===== config.mk =====
export PLATFORM = sky130hd
export DESIGN_NAME = dfma_queue
export DESIGN_NICKNAME = d
export VERILOG_FILES = /design/src/hdl/dfma_pkg.sv /design/src/hdl/dfma_queue.sv
export SDC_FILE = /design/constraint.sdc
export NUM_CORES = 1
export LEC_CHECK = 0
export BUFFER_PORTS_ARGS = -buffer_cell sky130_fd_sc_hd__buf_2
export CAP_MARGIN = 20
export CORE_MARGIN = 4
export CORE_UTILIZATION = 54
export CTS_BUF_LIST = sky130_fd_sc_hd__clkbuf_4 sky130_fd_sc_hd__clkbuf_8
export DETAILED_ROUTE_END_ITERATION = 10
export GPL_TIMING_DRIVEN = 0
export PLACE_DENSITY = 0.79
export SLEW_MARGIN = 20
export SYNTH_ARGS = -nofsm -noshare
export SYNTH_HDL_FRONTEND = slang
export SYNTH_SLANG_ARGS = --single-unit

===== constraint.sdc =====
create_clock -name clock -period 7.27 [get_ports clock]
set_clock_uncertainty 0.05 [all_clocks]
set_input_delay 0.3635 -clock clock [delete_from_list [all_inputs] [get_ports clock]]
set_output_delay 0.3635 -clock clock [all_outputs]
set_load 0.05 [all_outputs]

===== src/hdl/dfma_pkg.sv =====
// ----------------------------------------------------------------------------
// Double FMA package
// Shared types, constants and helper functions for the binary64 fused
// multiply-add unit.
// ----------------------------------------------------------------------------
package dfma_pkg;

   // Depth of the queue between the front end and the arithmetic back end.
   localparam int DFMA_QUEUE_DEPTH = 4;

   // Rounding mode codes.
   localparam logic [1:0] RM_NEAREST_EVEN = 2'd0;
   localparam logic [1:0] RM_TOWARD_ZERO  = 2'd1;
   localparam logic [1:0] RM_UPWARD       = 2'd2;
   localparam logic [1:0] RM_DOWNWARD     = 2'd3;

   // Binary64 bit patterns.
   localparam logic [63:0] QUIET_BIT   = 64'h0008_0000_0000_0000;
   localparam logic [63:0] SIGN_BIT    = 64'h8000_0000_0000_0000;
   localparam logic [63:0] DEFAULT_NAN = 64'h7FF8_0000_0000_0000;
   localparam logic [63:0] INF_BITS    = 64'h7FF0_0000_0000_0000;
   localparam logic [63:0] MAX_FINITE  = 64'h7FEF_FFFF_FFFF_FFFF;

   // Signed exponent wide enough for every intermediate exponent.
   typedef logic signed [12:0] exp_type;

   // Fields that ride along with a request through the whole back end.
   typedef struct packed {
      logic        special;
      logic [63:0] special_result;
      logic [1:0]  rm;
   } dfma_tag_type;

   // One classified request as it sits in the queue.
   typedef struct packed {
      dfma_tag_type tag;
      logic         ps;
      logic         sc;
      logic         c_zero;
      logic [52:0]  ma;
      logic [52:0]  mb;
      logic [52:0]  mc;
      exp_type      ea;
      exp_type      eb;
      exp_type      ec;
      logic [5:0]   lza;
      logic [5:0]   lzb;
      logic [5:0]   lzc;
   } dfma_item_type;

   // Leading zero count of a 64-bit word by binary halving (63 for zero).
   function automatic logic [5:0] lzc64(input logic [63:0] v);
      logic [63:0] t;
      logic [5:0]  n;
      t = v;
      n = '0;
      if (t[63:32] == 32'd0) begin
         n[5] = 1'b1;
         t    = {t[31:0], 32'd0};
      end
      if (t[63:48] == 16'd0) begin
         n[4] = 1'b1;
         t    = {t[47:0], 16'd0};
      end
      if (t[63:56] == 8'd0) begin
         n[3] = 1'b1;
         t    = {t[55:0], 8'd0};
      end
      if (t[63:60] == 4'd0) begin
         n[2] = 1'b1;
         t    = {t[59:0], 4'd0};
      end
      if (t[63:62] == 2'd0) begin
         n[1] = 1'b1;
         t    = {t[61:0], 2'd0};
      end
      if (!t[63]) begin
         n[0] = 1'b1;
      end
      return n;
   endfunction

endpackage


===== src/hdl/dfma_queue.sv =====
// ----------------------------------------------------------------------------
// Double FMA queue
// Small first-in first-out buffer of classified requests between the front
// end and the back end.
// ----------------------------------------------------------------------------
module dfma_queue
   import dfma_pkg::*;
#(
   parameter int DEPTH = DFMA_QUEUE_DEPTH
)(
   input  logic          clock,
   input  logic          reset,
   input  dfma_item_type in_item,
   input  logic          in_valid,
   output logic          in_ready,
   output dfma_item_type out_item,
   output logic          out_valid,
   input  logic          out_ready
);

   localparam int PW = (DEPTH > 1) ? $clog2(DEPTH) : 1;
   localparam int CW = $clog2(DEPTH + 1);
   localparam logic [PW-1:0] LAST  = PW'(DEPTH - 1);
   localparam logic [CW-1:0] FULL  = CW'(DEPTH);

   dfma_item_type entry_ff [DEPTH];
   logic [PW-1:0] wr_ptr_ff, wr_ptr_in;
   logic [PW-1:0] rd_ptr_ff, rd_ptr_in;
   logic [CW-1:0] count_ff, count_in;
   logic          push, pop;

   assign in_ready  = (count_ff != FULL);
   assign out_valid = (count_ff != '0);
   assign push      = in_valid && in_ready;
   assign pop       = out_valid && out_ready;
   assign out_item  = entry_ff[rd_ptr_ff];

   // Pointer and fill count update.
   always_comb begin
      wr_ptr_in = wr_ptr_ff;
      rd_ptr_in = rd_ptr_ff;
      count_in  = count_ff;
      if (push) begin
         wr_ptr_in = (wr_ptr_ff == LAST) ? '0 : wr_ptr_ff + 1'b1;
      end
      if (pop) begin
         rd_ptr_in = (rd_ptr_ff == LAST) ? '0 : rd_ptr_ff + 1'b1;
      end
      if (push && !pop) begin
         count_in = count_ff + 1'b1;
      end else if (pop && !push) begin
         count_in = count_ff - 1'b1;
      end
   end

   always_ff @(posedge clock) begin
      if (reset) begin
         wr_ptr_ff <= '0;
         rd_ptr_ff <= '0;
         count_ff  <= '0;
      end else begin
         wr_ptr_ff <= wr_ptr_in;
         rd_ptr_ff <= rd_ptr_in;
         count_ff  <= count_in;
      end
   end

   // Entry storage.
   always_ff @(posedge clock) begin
      if (push) begin
         entry_ff[wr_ptr_ff] <= in_item;
      end
   end

endmodule


Yosys cells after proc, flatten, opt, wreduce, memory -nomap -nowiden:

Memories as Yosys holds them, arrays and structs flattened. A register that Yosys moved wholly into a read port is not among the register bits.
Index checks and enable logic that the tools add are counted.

* $add $sub $neg: 4
* equal/unequal tests: 3
* muxes and demuxes: 8
* reduce and logical (&&, ||, !) cells: 8

Operators by type and width (number)
* 2-to-1 mux 2 bit: 4
* 2-to-1 mux 3 bit: 2
* adder 2 x 1 -> 2 bit (second input constant): 2
* == test 2 bit (second input constant): 2
* logical AND 1 bit: 4
* adder 3 x 1 -> 3 bit (second input constant): 1
* != test 3 bit (second input constant): 1
* nonzero test 3 bit: 1
* subtractor 3 x 1 -> 3 bit (second input constant): 1
* zero test 1 bit: 2
* 2-to-1 mux 1 bit: 2
* nonzero test 2 bit: 1

* register bits after elaboration: 7
* bits in writable memories: 1144
* output and inout bits: 288
* word-level logic and storage cells: 27
* memories: 1

Memory list
* entry_ff: depth 4, width 286, rd ports 1, clocked after Yosys merged registers in 1, write ports 1, line dfma_queue.sv:26 `dfma_item_type entry_ff [DEPTH];`

Longest topological paths before layout:

* depth after elaboration: 6
* depth in mapped cells: 9

Worst setup path before layout:

OpenSTA, ideal clock, no wires.

* path type: reg2reg
* from: register count_ff[0]
* to: memory entry_ff[0][0] in the netlist's numbering (enable)
* arrival: 7.446 ns
* data required time: 6.533 ns
* path slack: -0.912 ns
* cell stages (with the launch flop): 4
* buffers on the path: 1
* period minus slack after synthesis: 8.182 ns
* cells stage by stage: dfxtp_1 -> or3b_1 -> clkbuf_2 -> and3_1

* word-level cells in the longest chain between the ends: 4

RTL lines
* from (decl): line dfma_queue.sv:29 `logic [CW-1:0] count_ff, count_in;`
* from (signal assigned): line dfma_queue.sv:64 `count_ff <= count_in;`
* != test 3 bit: line dfma_queue.sv:32 `assign in_ready = (count_ff != FULL);`
* net in_ready: line dfma_queue.sv:15 `output logic in_ready,`
* logical AND 1 bit: line dfma_queue.sv:34 `assign push = in_valid && in_ready;`
* 2-to-1 mux 1 bit: line dfma_queue.sv:70 `if (push) begin`
* 2-to-1 mux 1 bit (not written as such): line dfma_queue.sv:71 `entry_ff[wr_ptr_ff] <= in_item;`
* to (decl): line dfma_queue.sv:26

The timed path passes the listed nets, and every way through them passes these cells.

==> metrics.cfg <==
[run_status]
outcome=complete, no violations

[logic_synthesis]
synth_compound_area_share_pct=0.08390
yosysSeqAreaShare_pct=82.70
yosysWarnings=0
synth_common_cells=1144 x edfxtp_1, 286 x mux4_2, 30 x buf_2
ys_ff_latch=1153
syn_area_mm2=0.04176
synth_mux_area_share_pct=15.50
synth_cell_types=25
synth-adder-area-share_pct=0.2277
synth_flop_cell=edfxtp_1
synthArstFlopShare_pct=0
ys_top_cells_by_area=edfxtp_1 82%, mux4_2 15%, buf_6 0.76%
syn_avg_cell_area_um2=27.08
synth_top_area_share_pct=82.27
synth_simple_gate_area_share_pct=0.2367
syn_nets=1839
yosysMostFrequentCell=edfxtp_1
synth_xor_area_share_pct=0.04195
yosysTopAreaCell=edfxtp_1
synth_edf_count=1144
syn_inst=1542
synth_top_family_by_area=multiplexers

[floorplanning]
ios=578
core_mm2=0.07633
die_y_um=286.1
dieWidth_um=286.1
start_util_pct=54.71
dieArea_mm2=0.08184
row_count=101

[pwr]
switching_share_pct=34.65
peakVddDrop_uv=268.0
pwr-share-comb_pct=29.7
power_frac_seq_pct=42.8
power_density_mw_per_mm2=361.9
p_int_mw=12.54
clockPowerShare_pct=27.5
p_leak_nw=18.15
switchingPower_mw=6.651

[drt]
via_count=21530
wl_per_cell_um=26.36
wl_mm=99.91
drc=0
drt_pre_antenna_iters=5
via_per_inst=5.680
drtAntennaViolNets=0
drt-initial-drc-count=1800

[placed_design]
io_buffers=576
gp_congestion=0.7630
dpl_cell_area_mm2=0.04663
dp_hpwl_mm=60.97

[min_path]
hp-class=in2reg
hold_end=entry_ff[2][2]$_DFFE_PP_
worstHoldStart=in_item[2]
hold_path_depth=2

[setup_path]
cp_max_fo=10
crit_path_start_kind=flop
cp.required_ns=6.86
critPathArrivalTime_ns=3.21
reg2regPathDepth=5
end_kind=output pin
worst_r2r_endpoint=entry_ff[1][262]$_DFFE_PP_
r2r_slack_ns=4.90
timing.rr.start=count_ff[0]$_SDFFE_PP0P_
crit_type=reg2out

[clock_tree]
postCtsHoldBufs=291
cts-htree-levels=4
cts.repair.resized=0
numCtsBuffers=176
post_cts_buffers=0
cts_tree=yes
clk_pin_slew_ns=0.07
cts_max_path_buffers=3
clk_latency_ns=0.83
cts-root-buf=clkbuf_8
cts_sinks=1153

[sta]
fmax_mhz=276.1
slew_violations=0
fin_setup_tns_ns=0
rsz0062_at_grt=false
min_period_ns=3.622
hold_viol=0
period_share_pct=49.82
finalSetupViolations=0
fin_hold_ws_ns=0.2328
tightest_slew_ns=0.8668
max_slew_margin_pct=42.21

[final_layout]
layout.nets=2912
final_cell_area_mm2=0.05303
layout.filler_cells=4440
regArea_mm2=0.03453
multi_input_area_mm2=0.006738
area_growth_syn_to_layout_pct=26.99
drive_gt1_share_pct=44.78

[global_routing]
grt_pass1_wl_mm=149.5
grt-busiest-layer=met2
track_usage_pct=24.73
grt_overflow_total=0
antenna_found_initial=12
grt_pass1_vias=23300
grt_start_max_net_pins=49
grtUsageMet1_pct=29.99
met3_usage_pct=6.335
gr-usage-met2_pct=42.64

[job]
max_cap_viol_count=0

[metal layers]
metal / vias to the layer above / wire length (µm)
li1: 8948 / -
met1: 11290 / 35110
met2: 1046 / 52900
met3: 232 / 7721
met4: 6 / 4152
met5: - / 31
[kinds of logic (layout without fill, tap and decap cells)]
kind of cell | Yosys count | after routing
buffers and inverters | 69 | 1276
AOI/OAI and AO/OA | 5 | 5
and+or+nand+nor | 17 | 17
other | 0 | 11
muxes | 289 | 289
xor gates and xnor gates | 2 | 2
adders and majority gates | 7 | 7
DFF | 1153 | 1153
[metrics by stage]
step | cells | total power, mW | setup slack [ns] | util, %
after floorplan | 1542 | 12.42 | 2.393 | -
after global placement | 3148 | 13.83 | 0.05814 | 60.18
after detailed placement | 3176 | 13.87 | 4.479 | 61.09
after CTS | 3779 | 19.24 | 3.544 | 69.44
after global routing | 3785 | 19.90 | 3.446 | 69.46
final | 3790 | 19.19 | 3.648 | 69.48
[critical path, cell delays in order, from the launching register on]
cell and delay (ns):
dfxtp_1 0.30, buf_2 0.30, clkbuf_1 0.70, buf_2 0.44, mux4_2 0.41, buf_2 0.25
[power by group through the flow]
| stage | combinational (mW) | clock, mW | sequential, mW |
|---|---|---|---|
| 5_1_grt | 5.91 | 5.74 | 8.25 |
| 6_report | 5.70 | 5.28 | 8.21 |
| 4_1_cts | 5.70 | 5.35 | 8.19 |
| 3_5_place_dp | 5.54 | 0 | 8.33 |
| 3_3_place_gp | 5.35 | 0 | 8.48 |
| 2_1_floorplan | 4.04 | 0 | 8.38 |
[registers in the layout, indices dropped and copies added (netlist names), named ones only]
signal,count
wr_ptr_ff,2
entry_ff,1144
count_ff,3
rd_ptr_ff,2
[final cells by class]
class	count	share of cell area, %
Multi-Input combinational cell	320	12.71
Antenna cell	11	0.05191
Clock inverter	65	0.9508
Clock buffer	247	5.573
Tap cell	1030	2.430
Timing Repair Buffer	895	12.21
Inverter	3	0.02123
Sequential cell	1153	65.12
Buffer	66	0.9367
[worst max-delay path by stage]
stage / from / slack (ns) / cells past startpoint / endpoint
global route: flop / 3.45 / 5 / out_item[123]
global placement: count_ff[0]$_SDFFE_PP0P_ / 0.06 / 3 / entry_ff[1][246]$_DFFE_PP_
finish: flop / 3.65 / 5 / out_item[123]
detailed placement: flop / 4.48 / 5 / out_item[107]
CTS: flop / 3.54 / 5 / out_item[78]
floorplan: count_ff[0]$_SDFFE_PP0P_ / 2.39 / 3 / entry_ff[0][0]$_DFFE_PP_
[layout by cell type, fill, tap and decap left out, types with 6 or more instances in the layout]
| cell | instances |
|---|---|
| clkbuf_1 | 7 |
| clkinv_1 | 36 |
| edfxtp_1 | 1144 |
| buf_12 | 12 |
| clkbuf_8 | 176 |
| buf_2 | 606 |
| clkbuf_4 | 71 |
| ha_1 | 6 |
| buf_16 | 16 |
| dlygate4sd3_1 | 291 |
| clkinv_2 | 11 |
| dfxtp_1 | 9 |
| mux4_2 | 286 |
| diode_2 | 11 |
| buf_6 | 28 |
No activity file was read; power rests on OpenSTA's default activity.
