<file path="src/hdl/dfma_pkg.sv">
// ----------------------------------------------------------------------------
// Double FMA package
// Shared types, constants and helper functions for the binary64 fused
// multiply-add unit.
// ----------------------------------------------------------------------------
package dfma_pkg;

   // Depth of the queue between the front end and the arithmetic back end.
   localparam int DFMA_QUEUE_DEPTH = 4;

   // Rounding mode codes.
   localparam logic [1:0] RM_NEAREST_EVEN = 2'd0;
   localparam logic [1:0] RM_TOWARD_ZERO  = 2'd1;
   localparam logic [1:0] RM_UPWARD       = 2'd2;
   localparam logic [1:0] RM_DOWNWARD     = 2'd3;

   // Binary64 bit patterns.
   localparam logic [63:0] QUIET_BIT   = 64'h0008_0000_0000_0000;
   localparam logic [63:0] SIGN_BIT    = 64'h8000_0000_0000_0000;
   localparam logic [63:0] DEFAULT_NAN = 64'h7FF8_0000_0000_0000;
   localparam logic [63:0] INF_BITS    = 64'h7FF0_0000_0000_0000;
   localparam logic [63:0] MAX_FINITE  = 64'h7FEF_FFFF_FFFF_FFFF;

   // Signed exponent wide enough for every intermediate exponent.
   typedef logic signed [12:0] exp_type;

   // Fields that ride along with a request through the whole back end.
   typedef struct packed {
      logic        special;
      logic [63:0] special_result;
      logic [1:0]  rm;
   } dfma_tag_type;

   // One classified request as it sits in the queue.
   typedef struct packed {
      dfma_tag_type tag;
      logic         ps;
      logic         sc;
      logic         c_zero;
      logic [52:0]  ma;
      logic [52:0]  mb;
      logic [52:0]  mc;
      exp_type      ea;
      exp_type      eb;
      exp_type      ec;
      logic [5:0]   lza;
      logic [5:0]   lzb;
      logic [5:0]   lzc;
   } dfma_item_type;

   // Leading zero count of a 64-bit word by binary halving (63 for zero).
   function automatic logic [5:0] lzc64(input logic [63:0] v);
      logic [63:0] t;
      logic [5:0]  n;
      t = v;
      n = '0;
      if (t[63:32] == 32'd0) begin
         n[5] = 1'b1;
         t    = {t[31:0], 32'd0};
      end
      if (t[63:48] == 16'd0) begin
         n[4] = 1'b1;
         t    = {t[47:0], 16'd0};
      end
      if (t[63:56] == 8'd0) begin
         n[3] = 1'b1;
         t    = {t[55:0], 8'd0};
      end
      if (t[63:60] == 4'd0) begin
         n[2] = 1'b1;
         t    = {t[59:0], 4'd0};
      end
      if (t[63:62] == 2'd0) begin
         n[1] = 1'b1;
         t    = {t[61:0], 2'd0};
      end
      if (!t[63]) begin
         n[0] = 1'b1;
      end
      return n;
   endfunction

endpackage

</file>
<file path="src/hdl/dfma_if.sv">
// ----------------------------------------------------------------------------
// Double FMA channel interfaces
// Valid/ready channels for requests, responses and the rounding mode register.
// ----------------------------------------------------------------------------

// Request channel: three binary64 operands.
interface dfma_req_if;
   logic        valid;
   logic        ready;
   logic [63:0] operand_a;
   logic [63:0] operand_b;
   logic [63:0] operand_c;

   modport source (output valid, output operand_a, output operand_b, output operand_c,
                   input ready);
   modport sink   (input valid, input operand_a, input operand_b, input operand_c,
                   output ready);
endinterface


// Register write channel: the rounding mode.
interface dfma_csr_if;
   logic       valid;
   logic       ready;
   logic [1:0] rounding_mode;

   modport source (output valid, output rounding_mode, input ready);
   modport sink   (input valid, input rounding_mode, output ready);
endinterface

</file>
<file path="src/hdl/dfma_front.sv">
// ----------------------------------------------------------------------------
// Double FMA front end
// Holds the rounding mode, accepts requests, resolves NaN, infinity and zero
// cases and unpacks the operands for the back end.
// ----------------------------------------------------------------------------
module dfma_front
   import dfma_pkg::*;
(
   input  logic          clock,
   input  logic          reset,
   dfma_req_if.sink      req_ch,
   dfma_csr_if.sink      csr_ch,
   output dfma_item_type item,
   output logic          item_valid,
   input  logic          item_ready
);

   logic [1:0] rm_ff;
   logic [1:0] rm_in;

   logic [63:0] a, b, c;
   logic        sa, sb, sc, ps;
   logic        nan_a, nan_b, nan_c, inf_a, inf_b, inf_c;
   logic        zero_a, zero_b, zero_c;
   logic        special;
   logic [63:0] special_result;

   // Rounding mode register; writes are always taken.
   assign csr_ch.ready = 1'b1;
   assign rm_in        = (csr_ch.valid) ? csr_ch.rounding_mode : rm_ff;

   always_ff @(posedge clock) begin
      if (reset) begin
         rm_ff <= RM_NEAREST_EVEN;
      end else begin
         rm_ff <= rm_in;
      end
   end

   assign a = req_ch.operand_a;
   assign b = req_ch.operand_b;
   assign c = req_ch.operand_c;

   // Operand classification.
   always_comb begin
      sa     = a[63];
      sb     = b[63];
      sc     = c[63];
      ps     = sa ^ sb;
      nan_a  = (a[62:52] == 11'h7FF) && (a[51:0] != 52'd0);
      nan_b  = (b[62:52] == 11'h7FF) && (b[51:0] != 52'd0);
      nan_c  = (c[62:52] == 11'h7FF) && (c[51:0] != 52'd0);
      inf_a  = (a[62:52] == 11'h7FF) && (a[51:0] == 52'd0);
      inf_b  = (b[62:52] == 11'h7FF) && (b[51:0] == 52'd0);
      inf_c  = (c[62:52] == 11'h7FF) && (c[51:0] == 52'd0);
      zero_a = (a[62:0] == 63'd0);
      zero_b = (b[62:0] == 63'd0);
      zero_c = (c[62:0] == 63'd0);
   end

   // Results that need no arithmetic, in priority order.
   always_comb begin
      special        = 1'b1;
      special_result = '0;
      if (nan_a) begin
         special_result = a | QUIET_BIT;
      end else if (nan_b) begin
         special_result = b | QUIET_BIT;
      end else if (nan_c) begin
         special_result = c | QUIET_BIT;
      end else if (inf_a || inf_b) begin
         if (zero_a || zero_b) begin
            special_result = DEFAULT_NAN;
         end else if (inf_c && (sc != ps)) begin
            special_result = DEFAULT_NAN;
         end else begin
            special_result = {ps, INF_BITS[62:0]};
         end
      end else if (inf_c) begin
         special_result = c;
      end else if (zero_a || zero_b) begin
         if (!zero_c) begin
            special_result = c;
         end else if (ps == sc) begin
            special_result = {sc, 63'd0};
         end else begin
            special_result = (rm_ff == RM_DOWNWARD) ? SIGN_BIT : 64'd0;
         end
      end else begin
         special = 1'b0;
      end
   end

   // Unpacked significands, exponents of their lowest bits and shift counts
   // that bring a subnormal significand up to the hidden bit position.
   always_comb begin
      item.tag.special        = special;
      item.tag.special_result = special_result;
      item.tag.rm             = rm_ff;
      item.ps                 = ps;
      item.sc                 = sc;
      item.c_zero             = zero_c;
      item.ma  = {(a[62:52] != 11'd0), a[51:0]};
      item.mb  = {(b[62:52] != 11'd0), b[51:0]};
      item.mc  = {(c[62:52] != 11'd0), c[51:0]};
      item.ea  = (a[62:52] == 11'd0) ? -13'sd1074 : $signed({2'b00, a[62:52]}) - 13'sd1075;
      item.eb  = (b[62:52] == 11'd0) ? -13'sd1074 : $signed({2'b00, b[62:52]}) - 13'sd1075;
      item.ec  = (c[62:52] == 11'd0) ? -13'sd1074 : $signed({2'b00, c[62:52]}) - 13'sd1075;
      item.lza = lzc64({item.ma, 11'd0});
      item.lzb = lzc64({item.mb, 11'd0});
      item.lzc = lzc64({item.mc, 11'd0});
   end

   assign item_valid   = req_ch.valid;
   assign req_ch.ready = item_ready;

endmodule

</file>
<file path="src/flat_wrapper.sv">
// flat-port wrapper written by rule: the top's interface ports become plain ports
module dfma_front_flat import dfma_pkg::*;
  (clock, reset, item, item_valid, item_ready, req_ch_valid, req_ch_operand_a, req_ch_operand_b, req_ch_operand_c, req_ch_ready, csr_ch_valid, csr_ch_rounding_mode, csr_ch_ready);
  dfma_req_if req_ch_i ();
  dfma_csr_if csr_ch_i ();
  input  logic clock;
  input  logic reset;
  output dfma_item_type item;
  output logic item_valid;
  input  logic item_ready;
  input wire logic [$bits(req_ch_i.valid)-1:0] req_ch_valid;
  input wire logic [$bits(req_ch_i.operand_a)-1:0] req_ch_operand_a;
  input wire logic [$bits(req_ch_i.operand_b)-1:0] req_ch_operand_b;
  input wire logic [$bits(req_ch_i.operand_c)-1:0] req_ch_operand_c;
  output wire logic [$bits(req_ch_i.ready)-1:0] req_ch_ready;
  input wire logic [$bits(csr_ch_i.valid)-1:0] csr_ch_valid;
  input wire logic [$bits(csr_ch_i.rounding_mode)-1:0] csr_ch_rounding_mode;
  output wire logic [$bits(csr_ch_i.ready)-1:0] csr_ch_ready;
  assign req_ch_i.valid = req_ch_valid;
  assign req_ch_i.operand_a = req_ch_operand_a;
  assign req_ch_i.operand_b = req_ch_operand_b;
  assign req_ch_i.operand_c = req_ch_operand_c;
  assign req_ch_ready = req_ch_i.ready;
  assign csr_ch_i.valid = csr_ch_valid;
  assign csr_ch_i.rounding_mode = csr_ch_rounding_mode;
  assign csr_ch_ready = csr_ch_i.ready;
  dfma_front u_core (.clock(clock), .reset(reset), .req_ch(req_ch_i), .csr_ch(csr_ch_i), .item(item), .item_valid(item_valid), .item_ready(item_ready));
endmodule
</file>
<file path="config.mk">
export PLATFORM = sky130hd
export DESIGN_NAME = dfma_front_flat
export DESIGN_NICKNAME = d
export VERILOG_FILES = /design/src/hdl/dfma_pkg.sv /design/src/hdl/dfma_if.sv /design/src/hdl/dfma_front.sv /design/src/flat_wrapper.sv
export SDC_FILE = /design/constraint.sdc
export NUM_CORES = 1
export LEC_CHECK = 0
export ABC_AREA = 1
export BUFFER_PORTS_ARGS = -buffer_cell sky130_fd_sc_hd__buf_2
export CORE_AREA = 4 4 187 189
export DETAILED_ROUTE_END_ITERATION = 7
export DIE_AREA = 0 0 191 193
export PLACE_DENSITY = 0.44
export SYNTH_ARGS = -nofsm -noshare
export SYNTH_HDL_FRONTEND = slang
export SYNTH_SLANG_ARGS = --single-unit
</file>
<file path="constraint.sdc">
create_clock -name clock -period 4.4 [get_ports clock]
set_input_delay 0.66 -clock clock [delete_from_list [all_inputs] [get_ports clock]]
set_output_delay 0.66 -clock clock [all_outputs]
set_load 0.005 [all_outputs]
</file>
---- Word level (Yosys, flattened, before mapping) ----
Cells that the tools add are included.
word-level totals
  output and inout bits ................... 289
  logic and storage cells ................. 103
  input bits .............................. 199
  register bits after elaboration ......... 2
cells by class
  bitwise operators ....................... 1
  muxes and demuxes ....................... 53
  add/subtract/negate cells ............... 3
  reduce and logical (&&, ||, !) cells .... 39
  eq/ne operators ......................... 6
operators by type and width
  kind                    count
  $mux 64                 26
  $logic_not 63->1        3
  $logic_not 52->1        3
  $reduce_bool 52->1      3
  $logic_not 32->1        3
  $logic_not 16->1        3
  $mux 13                 3
  $sub 11x11->12 const B  3
  $eq 11x11->1 const B    3
  $logic_not 11->1        3
  $reduce_bool 11->1      3
  $logic_not 8->1         3
  $mux 1                  24
  $logic_not 4->1         3
  $logic_and 1x1->1       7
  $logic_not 2->1         3
  $eq 2x2->1 const B      1
  $logic_or 1x1->1        2
  $eq 1x1->1              1
  $ne 1x1->1              1
  $xor 1x1->1             1

---- Depth between registers and ports, before layout ----
Gate-level depths: netlist of run 1.
  depth in word-level cells ............... 12
  depth in mapped cells ................... 25
  gate-level depth less buffers ........... 24

---- Least setup slack after synthesis of run 1 ----
No wires, ideal clock.
  path kind ............................... input -> output
  start point ............................. in req_ch_operand_c[52]
  end point ............................... out item[0] (netlist name)
  setup slack ............................. 0.975 ns
  path buffers ............................ 1
  required time ........................... 3.740 ns
  cell stages on the path ................. 23
  arrival ................................. 2.765 ns
  cell sequence ........................... inv_1 ha_1 nand2_1 nor2_2 nand3_4 nor2_8 buf_6 nand3_2 nand2_2 nor2_1 nand2_1 nor2_4 nand2_4 nand2_1 nand2_1 nand2_1 nor2_4 nand2_1 o21ai_1 nand3_1 nand2_1 inv_2 a21oi_2
RTL lines
  item         RTL line            text
  from (decl)  flat_wrapper.sv:14  input wire logic [$bits(req_ch_i.operand_c)-1:0] req_ch_operand_c;
  to (decl)    flat_wrapper.sv:8   output dfma_item_type item;

==> summary.txt, run 1 <==
Routing
  • Via density: 4.63
  • Antenna Nets Post-Route: 0
  • Wire per inst: 22.3 um
  • Final WL: ~47000 um
  • Iter 0 DRT Violations: 671
  • Vias: 9677
  • First-pass DRT Iterations: 5
  • DRC Markers: 0

Layout
  • Biggest regs: u_core.rm_ff x2
  • Top reg by flops: u_core.rm_ff
  • P&R area growth vs syn: 32.2%
  • Layout Nets: 1849
  • Multi-input combinational cell area: roughly 5000 um2
  • Filler cells: ~4000
  • Register area: ~40 um2
  • Share of layout cells above drive strength 1: 43.7%
  • Leading cell type in the layout, fill and taps excluded: buf_2
  • Max reg flops: 2
  • Most frequent cells in the layout: 482 x buf_2, 286 x nand2_1, 207 x nor2_1

Clock tree
  • Longest Clk Path Bufs: 2
  • Cts hold-fix bufs: 0
  • Skew-Pair Late Insertion Delay: 220 ps
  • Clock slew at reported path FFs: 30 ps
  • H-Tree Depth: 1
  • Clock Tree Root: clkbuf_16
  • CTS tree: yes
  • Inserted Clock Buffers: 3
  • CTS sink cnt: 2

Die
  • Total Die Area: roughly 37000 um2
  • Initial Util: 20.8%
  • Die height: between 150 and 200 um
  • Die X: 191 um
  • Std cell rows: 67
  • IO Count: 488
  • Core region area: 33300 um2

Timing
  • Max Clk Rate: approximately 240 MHz
  • Final hold violations: 0
  • Fin. max-slew vios: 0
  • Fin crit share: 95.7%
  • Minimum clock period: 4210 ps
  • Worst Hold Margin: between 400 and 500 ps
  • Final setup fails: 0
  • Actual slew at the worst max-slew pin: about 1300 ps
  • Max-slew headroom: 8.92%
  • PnR worst setup slack: between 150 and 200 ps
  • Fin Clk Skew: 0 ps

Synthesis
  • Sequential area share after synthesis: less than 1%
  • Top_reg_cell synth: dfxtp_1
  • Synth warn: 0
  • Avg Inst Size Synth: around 5.4 um2
  • Number of synthesized flops with an enable pin: 0
  • Syn Inst Count: 1293
  • Async SR Flop Fraction: 0%
  • Register bit total from synthesis: 2
  • Post-Syn Area: 6930 um2
  • Syn_nets: around 1500
  • Synth cell types: 53

Hold path
  • Hold Crit Class: reg2reg

Outcome
  • Status: completed

Global route
  • GR Util All Layers: 23.2%
  • Largest net degree at the start of global routing: 53
  • Vias in the first global route: roughly 9200
  • First-pass GRT wire length: 63200 um
  • Overflow after GRT: 0
  • Initial antenna violation count: 2

Critical path
  • CP endpoint kind: output pin
  • Arrival time at the worst endpoint: 3550 ps
  • CP Data Required Time: 3740 ps
  • Max Fanout on Critical Path: 10
  • Crit start category: input pin
  • Critical Setup Path Class: in2out

Placement
  • Post-DP HPWL: 40600 um
  • Post-placement worst setup slack: -22.4 ps
  • Routability cong.: 0.953
  • PortBufs: ~480

Power
  • Max VDD drop: approximately 0.086 mV
  • Power per Cell Area: 83.0 nW/um2
  • Leakage: 5.18 nW

Flow run
  • MaxCap Viol Count: 0
==> per-stage QoR <==
| step | utilization (%) | TNS, ps | power (W) | std cells | area (um2) |
|---|---|---|---|---|---|
| finish | 27.5 | 0 | 0.000760 | 2091 | 9160 |
| global route | 27.5 | -7.40 | 0.000820 | 2091 | 9160 |
| CTS | 27.1 | 0 | 0.000766 | 2081 | 9020 |
| detailed placement | 26.8 | -24.2 | 0.000623 | 2078 | 8920 |
| global placement | 26.8 | -37.6 | 0.000626 | 2078 | 8920 |
| floorplan | - | 0 | 0.000325 | 1293 | 6930 |
==> per-layer routing <==
layer	global-route usage (%)	up-vias	routed length, um
li1	-	4699	-
met1	31.1	4476	20200
met2	40.5	457	22300
met3	3.26	43	3150
met4	4.09	2	845
met5	0	-	13
==> cells in the mapped netlist, types with 18 or more instances <==
| library cell | count | share of area (%) |
|---|---|---|
| nand3_1 | 86 | 6.2 |
| nand3_2 | 24 | 3.5 |
| nand2_1 | 287 | 16 |
| o21ai_0 | 25 | 1.8 |
| nand4_1 | 18 | 1.6 |
| nor2_1 | 215 | 12 |
| buf_4 | 168 | 18 |
| nand2_2 | 54 | 4.9 |
| a31oi_1 | 35 | 3.2 |
| a21oi_1 | 38 | 2.7 |
| inv_1 | 138 | 7.5 |
==> power breakdown <==
part / switching (W) / internal [W]
combinational: 0.000381 / 0.000222
sequential: 0.000000703 / 0.0000193
clock: 0.0000212 / 0.000116
==> logic make-up after synthesis <==
| group | share of synthesized area (%) |
|---|---|
| simple gates | 55.2 |
| fa+ha+maj | 1.08 |
| xor+xnor | 1.64 |
| compound gates | 12.3 |
| other cells | 0.0541 |
| mux | 0.433 |
| buf+inv | 28.7 |
| flops | 0.578 |
==> critical path: stages <==
cell and delay, ps:
buf_2 170, nor2_1 120, nand2_1 130, nor2_2 170
nand2_1 160, nor4_1 480, buf_4 200, nand2_1 110
a21oi_2 390, nor2_2 250, a221oi_2 480, a21oi_1 80
buf_2 150
==> layout make-up <==
type,instances,share of cell area (%)
inverter,154,6.41
timing repair buffer,538,31.6
tap,448,6.12
multi-input combinational,945,54.6
clock buffer,3,0.820
antenna,1,0.0273
sequential,2,0.437
==> worst paths after layout <==
| check | start | to | slack (ps) | depth (start not counted) |
|---|---|---|---|---|
| worst max register to register | u_core.rm_ff[1] | u_core.rm_ff[1] | 3810 | 2 |
| worst max-delay path | req_ch_operand_c[49] | item[260] | 190 | 13 |
| worst min register to register | u_core.rm_ff[0] | u_core.rm_ff[0] | 470 | 2 |
| worst min-delay path | u_core.rm_ff[0] | u_core.rm_ff[0] | 470 | 2 |
==> what timing repair did <==
action,CTS,global route
setup endpoints to repair,2,39
setup buffers,0,8
pin swaps,0,5
hold endpoints to repair,0,0
resized for setup,3,16
cloned,0,1
Power figures use the tool's default switching activity.
==> run 2, diff against run 1 <==
Settings changed: CAP_MARGIN from default to 20, CELL_PAD_IN_SITES_DETAIL_PLACEMENT from default to 0, CELL_PAD_IN_SITES_GLOBAL_PLACEMENT from default to 1, CORE_AREA 4 4 187 189 to 4 4 188 190, CTS_CLUSTER_DIAMETER from default to 200, DIE_AREA 0 0 191 193 to 0 0 192 194, PLACE_DENSITY 0.44 to 0.66.
==> run 2 against run 1 <==
Against the previous run:
- worst setup slack barely moved
- clock skew is the same
- count of clock-buffer cells in the layout unchanged
- utilization is 0.063 points lower
- non-clock buffer count is 13 higher
- critical path type unchanged
- largest cell class unchanged
- largest power group unchanged
- highest routed layer is now met4
==> summary.txt, run 2 (same netlist as run 1, synthesis figures left out) <==
Routing
  • First-pass DRT Iterations: 5 (unchanged)
  • Antenna Nets Post-Route: 0 (unchanged)
  • Via density: 4.68 (+1.1%)
  • Wire per inst: 22.3 um (+0.29%)
  • DRC Markers: 0 (unchanged)
  • Iter 0 DRT Violations: 596 (-11%)
  • Vias: 9846 (+1.7%)
  • Final WL: 47000 um (+0.91%)

Placement
  • Routability cong.: 0.904 (-5.1%)
  • PortBufs: 482 (unchanged)
  • Post-DP HPWL: 40900 um (+0.93%)
  • Area of placed instances: 9000 um2 (+0.84%)
  • Placed Cells: 2088 (+0.48%)
  • Post-placement worst setup slack: -4.78 ps (+17.6 ps)

Die
  • Initial Util: 20.7% (-0.10 points)
  • Die X: 192 um (+0.52%)
  • Std cell rows: 67 (unchanged)
  • Die height: 194 um (+0.52%)
  • Total Die Area: 37200 um2 (+1.0%)
  • IO Count: 488 (unchanged)
  • Core region area: 33400 um2 (+0.50%)

Layout
  • Leading cell type in the layout, fill and taps excluded: buf_2
  • Share of layout cells above drive strength 1: 43.3% (-0.34 points)
  • Layout Nets: 1862 (+0.70%)
  • Most frequent cells in the layout: 482 x buf_2, 284 x nand2_1, 212 x nor2_1
  • Non-filler cells, final: 2104 (+0.62%)
  • Top reg by flops: u_core.rm_ff
  • P&R area growth vs syn: 32.5%
  • Max reg flops: 2 (unchanged)
  • Biggest regs: u_core.rm_ff x2
  • Design area: 9180 um2 (+0.27%)

Critical path
  • Reg2Reg Launch Point: u_core.rm_ff[0]
  • Arrival time at the worst endpoint: 3550 ps (about the same)
  • R2R Setup Slk: 3820 ps (about the same)
  • Critical Setup Path Class: in2out
  • Max Fanout on Critical Path: 10 (unchanged)
  • Crit start category: input pin
  • CP Data Required Time: 3740 ps (about the same)
  • CP endpoint kind: output pin
  • FF-to-FF End: u_core.rm_ff[0]
  • R2R depth: 2 (unchanged)

Timing
  • Minimum clock period: 4210 ps (-0.263 ps)
  • Fin crit share: 95.7% (about the same)
  • Final setup fails: 0 (unchanged)
  • Final hold violations: 0 (unchanged)
  • Fin. max-slew vios: 0 (unchanged)
  • Actual slew at the worst max-slew pin: 759 ps (-590 ps)
  • Max Clk Rate: 237 MHz (about the same)
  • Setup_tns: 0 ps (unchanged)
  • Max-slew headroom: 49.4% (+41 points)
  • Fin Clk Skew: 0 ps (unchanged)
  • Unrepaired setup endpoints after global routing: yes
  • PnR worst setup slack: 188 ps (+0.263 ps)

Hold path
  • Hold Crit Class: reg2reg
  • Hold endpoint: u_core.rm_ff[1]
  • Hold_sp: u_core.rm_ff[1]
  • Hold path cells: 2 (unchanged)

Global route
  • Initial antenna violation count: 0 (-2)
  • Largest net degree at the start of global routing: 88 (+66%)
  • GRT busiest layer: met2
  • Overflow after GRT: 0 (unchanged)
  • GR Util met1: 30.8% (-0.25 points)
  • Routing usage on met3: 4.02% (+0.76 points)
  • GR Util All Layers: 23.5% (+0.29 points)
  • Vias in the first global route: 9655 (+4.5%)
  • M2 GR Usage: 40.4% (-0.068 points)
  • First-pass GRT wire length: 65300 um (+3.3%)

Power
  • Leakage: 5.21 nW (+0.62%)
  • Reg power frac: 2.6% (about the same)
  • Sw Ratio: 52.7% (-0.32 points)
  • Power per Cell Area: 83.5 nW/um2 (+0.66%)
  • Gate power share: 79.7% (+0.4 points)
  • Internal: 0.000363 W (+1.6%)
  • Max VDD drop: 0.0892 mV (+4.2%)
  • Net Sw Power: 0.000404 W (+0.34%)
  • Clock group share of total power: 17.7% (-0.3 points)

Clock tree
  • Skew-Pair Late Insertion Delay: 220 ps (about the same)
  • Clock Tree Root: clkbuf_16
  • CTS tree: yes
  • H-Tree Depth: 1 (unchanged)
  • CTS sink cnt: 2 (unchanged)
  • Clock slew at reported path FFs: 30 ps (about the same)
  • Longest Clk Path Bufs: 2 (unchanged)
  • Inserted Clock Buffers: 3 (unchanged)
  • Cts hold-fix bufs: 0 (unchanged)

Outcome
  • Status: completed

Flow run
  • MaxCap Viol Count: 0 (unchanged)
-- run 2: cell type report --
| cell class | instances | area [um2] |
|---|---|---|
| inverter | 154 | 583 |
| fill | 4001 | 24300 |
| antenna | 1 | 2.50 |
| timing repair buffer | 551 | 2980 |
| tap | 448 | 561 |
| clock buffer | 3 | 75.1 |
| multi-input combinational | 945 | 4940 |
| sequential | 2 | 40.0 |
-- run 2: critical path, cell delays in order --
cell	delay [ps]
buf_2	160
or2_1	250
nor2_2	170
nand3_2	160
nor2_4	260
buf_4	180
nand3_2	80
nand2_2	120
nor2_1	60
nand2_1	70
nor2_1	70
nand2_2	120
nor2_1	60
nor2_2	180
nand2_2	90
nor2_4	150
nand2_2	80
o21ai_1	210
nor2_1	80
nand3_1	70
nand2_1	60
nor2_1	100
buf_2	110
-- run 2: worst max-delay path by stage --
stage / start / end / slack [ps] / depth (start not counted)
5_1_grt: req_ch_operand_a[32] / item[12] / -90 / 23
2_1_floorplan: req_ch_operand_c[52] / item[0] / 970 / 23
3_3_place_gp: req_ch_operand_c[46] / item[246] / 50 / 14
3_5_place_dp: req_ch_operand_a[32] / item[12] / -5 / 22
6_report: req_ch_operand_a[32] / item[12] / 190 / 23
4_1_cts: req_ch_operand_a[32] / item[12] / 20 / 22
-- run 2: timing repair --
| action | CTS | global route |
|---|---|---|
| pin swaps | 1 | 3 |
| setup buffers | 0 | 10 |
| endpoints found under the setup margin | 1 | 8 |
| cloned | 0 | 1 |
| gates resized for setup | 0 | 6 |
-- run 2: power groups by stage --
stage	Sequential, W	Clock, W	Combinational (W)
after floorplan	0.0000203	0	0.000304
after global placement	0.0000202	0	0.000616
after detailed placement	0.0000202	0	0.000613
after CTS	0.0000200	0.000139	0.000615
after global routing	0.0000202	0.000141	0.000669
final	0.0000200	0.000136	0.000611
-- run 2: metrics by stage --
step | hold slack, ps | total power [W] | utilization, %
global route | 509 | 0.000830 | 27.4
floorplan | 462 | 0.000325 | -
global placement | 462 | 0.000636 | 26.9
CTS | 470 | 0.000774 | 27.1
detailed placement | 465 | 0.000633 | 26.9
finish | 475 | 0.000767 | 27.5
-- run 2: metal layers --
metal,share of wire [%],routed length (um),vias to the layer above
met5,0,0,-
li1,-,-,4725
met2,47,22100,495
met3,8.1,3810,49
met4,2.3,1100,0
met1,42,20000,4577
